[src/rtl/xxh_pkg.sv]
// XXH64 stream hash package: primes, the seed reset value, the rotate
// function and the multiplier step codes. No dependencies.
package xxh_pkg;

  localparam logic [63:0] PR1 = 64'h9E3779B185EBCA87;
  localparam logic [63:0] PR2 = 64'hC2B2AE3D27D4EB4F;
  localparam logic [63:0] PR3 = 64'h165667B19E3779F9;
  localparam logic [63:0] PR4 = 64'h85EBCA77C2B2AE63;
  localparam logic [63:0] PR5 = 64'h27D4EB2F165667C5;

  localparam logic [63:0] SEED_RESET = 64'h0;

  // Multiplier operation codes.
  typedef enum logic [1:0] {
    MUL_LO   = 2'd0,
    MUL_MID1 = 2'd1,
    MUL_MID2 = 2'd2
  } mul_step_t;

  function automatic logic [63:0] rotl(input logic [63:0] x, input logic [5:0] r);
    logic [127:0] d;
    d = {x, x} << r;
    return d[127:64];
  endfunction

endpackage

[src/rtl/xxh_mul64.sv]
// Iterative 64x64 -> low 64 multiplier built from three 32x32 partial
// products, one per cycle. Depends on xxh_pkg.
module xxh_mul64 (
  input  logic        clk,
  input  logic        rst_n,
  input  logic        start,
  input  logic [63:0] a,
  input  logic [63:0] b,
  output logic        done,
  output logic [63:0] p
);

  logic [63:0] a_r, b_r, acc_r;
  logic [1:0]  step_r;
  logic        busy_r, done_r;
  logic [31:0] x, y;
  logic [63:0] pp;

  always_comb begin
    x = a_r[31:0];
    y = b_r[31:0];
    case (step_r)
      xxh_pkg::MUL_MID1: begin x = a_r[63:32]; y = b_r[31:0]; end
      xxh_pkg::MUL_MID2: begin x = a_r[31:0];  y = b_r[63:32]; end
      default: ;
    endcase
    pp = {32'd0, x} * {32'd0, y};
  end

  always_ff @(posedge clk) begin
    if (!rst_n) begin
      busy_r <= 1'b0;
      done_r <= 1'b0;
      step_r <= xxh_pkg::MUL_LO;
    end else begin
      done_r <= 1'b0;
      if (start) begin
        a_r    <= a;
        b_r    <= b;
        busy_r <= 1'b1;
        step_r <= xxh_pkg::MUL_LO;
      end else if (busy_r) begin
        case (step_r)
          xxh_pkg::MUL_LO: begin
            acc_r  <= pp;
            step_r <= xxh_pkg::MUL_MID1;
          end
          xxh_pkg::MUL_MID1: begin
            acc_r  <= acc_r + {pp[31:0], 32'd0};
            step_r <= xxh_pkg::MUL_MID2;
          end
          default: begin
            acc_r  <= acc_r + {pp[31:0], 32'd0};
            busy_r <= 1'b0;
            done_r <= 1'b1;
          end
        endcase
      end
    end
  end

  assign done = done_r;
  assign p    = acc_r;

`ifndef ASSERT_OFF
  a_done_pulse: assert property (@(posedge clk) disable iff (!rst_n)
    done_r |=> !done_r) else $error("multiplier done held");
  a_done_after_busy: assert property (@(posedge clk) disable iff (!rst_n)
    $rose(done_r) |-> $past(busy_r)) else $error("done without work");
  a_no_busy_done: assert property (@(posedge clk) disable iff (!rst_n)
    done_r |-> !busy_r) else $error("busy and done together");
`endif

endmodule

[config.mk]
export PLATFORM = sky130hd
export DESIGN_NAME = xxh_mul64
export DESIGN_NICKNAME = d
export VERILOG_FILES = /design/src/rtl/xxh_pkg.sv /design/src/rtl/xxh_mul64.sv
export SDC_FILE = /design/constraint.sdc
export NUM_CORES = 2
export LEC_CHECK = 0
export BUFFER_PORTS_ARGS = -buffer_cell sky130_fd_sc_hd__buf_2
export CAP_MARGIN = 20
export CORE_UTILIZATION = 65
export DETAILED_ROUTE_END_ITERATION = 8
export MAX_ROUTING_LAYER = met4
export PLACE_DENSITY = 0.92
export SLEW_MARGIN = 20
export SYNTH_ARGS = -nofsm -noshare
export SYNTH_HDL_FRONTEND = slang
export SYNTH_SLANG_ARGS = --single-unit
[constraint.sdc]
create_clock -name clk -period 12.4 [get_ports clk]
set_input_delay 0.62 -clock clk [delete_from_list [all_inputs] [get_ports clk]]
set_output_delay 0.62 -clock clk [all_outputs]
set_load 0.005 [all_outputs]
==> impl_metrics.tcl <==
set metrics [dict create \
    synth_top_flop_cell "edfxtp_1" \
    period_minus_slack_ns 10.89 \
    vias 32231 \
    crit_type "reg -> reg" \
    number_of_global_route_vias_before_repair 34628 \
    critPathCaptureType "register" \
    grt_max_degree 67 \
    drt_pre_antenna_iters 7 \
    postSynthAreaPerCell_um2 9.57 \
    areaGrowthSynthToFinish_pct 6.04 \
    min_delay_path_depth 1 \
    max_clock_freq_mhz 91.9 \
    cts_root_buffer "clkbuf_16" \
    tritoncts_num_sinks 196 \
    row_count 91 \
    finalCritPeriodShare_pct 87.8 \
    final_weighted_congestion_in_routability_driven_placement 1.02 \
    timing.reg2reg.setup_slack_ns 1.51 \
    netlist_top_cells_count "fa_1 (897), inv_1 (874), nand2_1 (721)" \
    rsz_0062_raised_after_global_routing "false" \
    critPathSlowestCell "nor2b_4" \
    yosysTopAreaCellShare_pct 43.9 \
    number_of_antenna_violations_at_the_first_check_in_global_routing 4 \
    startpoint_types "register" \
    postSynthCellCount 4275 \
    cts_htree_levels 4 \
    detailed_route_vias_per_instance 6.19 \
    synth_sequential_area_ratio_pct 14.3 \
    hold-path-endpoint "b_r[31]" \
    syn-num-nets 5599 \
    floorplan.die.height_um 253 \
    chipWidth_um 253 \
    r2r_start "step_r[0]" \
    report.final.setup_viol 0 \
    crit-reg2reg-capture "p[63]" \
    route.antenna.remaining_nets 0 \
    grt_util_all_layers_pct 42.3 \
    overflow_left_after_global_routing 0 \
    maxSlewHeadroom_pct 16.0 \
    outcome "finished clean" \
    clock-skew-final_ns 0.0179 \
    nNetsFinal 5673 \
    asyncSetResetFlopFracSynth_pct 0 \
    max_stage_delay_ns 0.80 \
    synth.top_cells.by_area "fa_1 (44%), edfxtp_1 (14%), ha_1 (9.1%)" \
    cts-hold-fix-buffers 0 \
    finalMaxSlewViolations 0 \
    totalNegativeSetupSlack_ns 0 \
    cp_common_cell "fa_1" \
    core_um2 61900 \
    portBuffers 195 \
    design.die.area_um2 64000 \
    cp_data_required_time_ns 12.68 \
    clkTransAtPathRegs_ns 0.09 \
    clock_latency_ns 0.52 \
    synth-seq-cells 196 \
    remaining_drc_errors 0 \
    synth_enable_flop_cells 192 \
    cts_made_buffers 17 \
    drv_cap 0 \
    drive_above_1_share_pct 9.15 \
    hold_viol 0 \
    grt_first_pass_wirelength_um 194000 \
    initial_core_util_pct 66.1 \
    clock_tree.buffer_depth 2 \
    r2r_cells 35 \
    postCtsSetupRepairBufs 0 \
    hpwl_um 102000 \
    synth.lib_cells_used.distinct 69 \
    holdCritPathClass "in -> reg" \
    mappedNetlistArea_um2 40900 \
    pin_count 196 \
    yosys.cell_count.top_type "fa_1" \
    post_cts_resized 0 \
    detailedRoute.firstIterationViolations 3748 \
    holdCritStartpoint "b[31]" \
    netlist.top_cell.by_area "fa_1" \
    crit_fanout 21 \
    wl_per_cell_um 24.1 \
    tritoncts "built" \
    worstPathArrival_ns 11.17 \
    tightestPinTransition_ns 1.24 \
    ys_warn_count 0 \
    route.final.wire_length_um 125000 \
]
state kept, by name (all words and copies together) (netlist names):
signal / cells
p: 64
done: 1
busy_r: 1
step_r: 2
a_r: 64
b_r: 64
critical path, delay by kind of cell, from the launching register on:
family	cells	cell delay (ns)
buffers and inverters	5	0.52
AND/OR/NAND/NOR	4	1.24
XOR/XNOR	2	0.50
flip-flops	1	0.47
AO/OA/AOI/OAI	12	2.63
multiplexers	2	0.99
adder cells (fa/ha/maj)	10	4.29
stage by stage:
step | instance area, um^2 | hold slack [ns] | cells | setup WS, ns | util, %
after detailed placement | 42700 | 0.569 | 5166 | 1.66 | 69.0
final | 43400 | 0.265 | 5207 | 1.51 | 70.1
after CTS | 43300 | 0.259 | 5198 | 1.63 | 70.0
after global routing | 43400 | 0.263 | 5203 | 1.05 | 70.0
after floorplan | 40900 | 0.496 | 4275 | 2.88 | -
after global placement | 42700 | 0.550 | 5166 | 1.89 | 69.0
layer usage:
| metal | wire, um | GRT usage [%] | part of all wire (%) | up-vias |
|---|---|---|---|---|
| met3 | 16300 | 12.5 | 13 | 647 |
| met2 | 57500 | 64.0 | 46 | 2496 |
| met5 | 0 | - | 0 | - |
| met1 | 42700 | 50.4 | 34 | 16007 |
| met4 | 8960 | 24.8 | 7.1 | 0 |
| li1 | - | - | - | 13081 |
final cells by class:
| class | count | area [um^2] |
|---|---|---|
| diodes | 8 | 20.0 |
| clock buffers | 17 | 425 |
| clock inverters | 15 | 185 |
| fillers | 4431 | 18600 |
| inverters | 874 | 3280 |
| multi-input cells | 3002 | 31100 |
| flip-flops and latches | 196 | 5850 |
| well taps | 837 | 1050 |
| repair buffers | 258 | 1450 |
cells in the final DEF (no fill, tap or decap), drive strengths merged, types with 4 or more instances in the layout:
cell type,n
fa,897
inv,880
nand2,721
nor2,405
ha,296
buf,257
edfxtp,192
a21oi,94
o21ai,65
mux2,63
a21o,56
xnor2,56
mux2i,55
and2,53
xor2,34
nand4,24
nand3,20
nand2b,19
clkbuf,18
a31oi,15
a211oi,12
nor2b,11
and3,10
nor3,10
o21bai,10
o21a,9
diode,8
o211ai,7
clkinv,7
or2,6
and4,6
or3,6
a211o,5
o31ai,5
dfxtp,4
how the worst max path moves through the flow:
| stage | startpoint | to | slack (ns) |
|---|---|---|---|
| after CTS | step_r[0] | p[63] | 1.63 |
| after detailed placement | step_r[0] | p[63] | 1.66 |
| after global routing | step_r[0] | p[63] | 1.05 |
| after floorplan | step_r[0] | p[63] | 2.88 |
| final | step_r[0] | p[63] | 1.51 |
| after global placement | step_r[0] | p[62] | 1.89 |
cells by family (layout without fill, tap and decap cells):
logic type | count (synthesis) | in the layout | share of synthesized area, %
AOI/OAI and AO/OA | 306 | 306 | 4.96
muxes | 118 | 118 | 3.08
other | 0 | 8 | 0
buffers and inverters | 1077 | 1164 | 9.93
DFF | 196 | 196 | 14.3
xor gates and xnor gates | 90 | 90 | 1.93
and+or+nand+nor | 1295 | 1295 | 12.9
adders and majority gates | 1193 | 1193 | 52.9
Power is left out: the tool's default activity adds up to more than one toggle a clock period on the data nets, which glitch-free logic cannot reach.
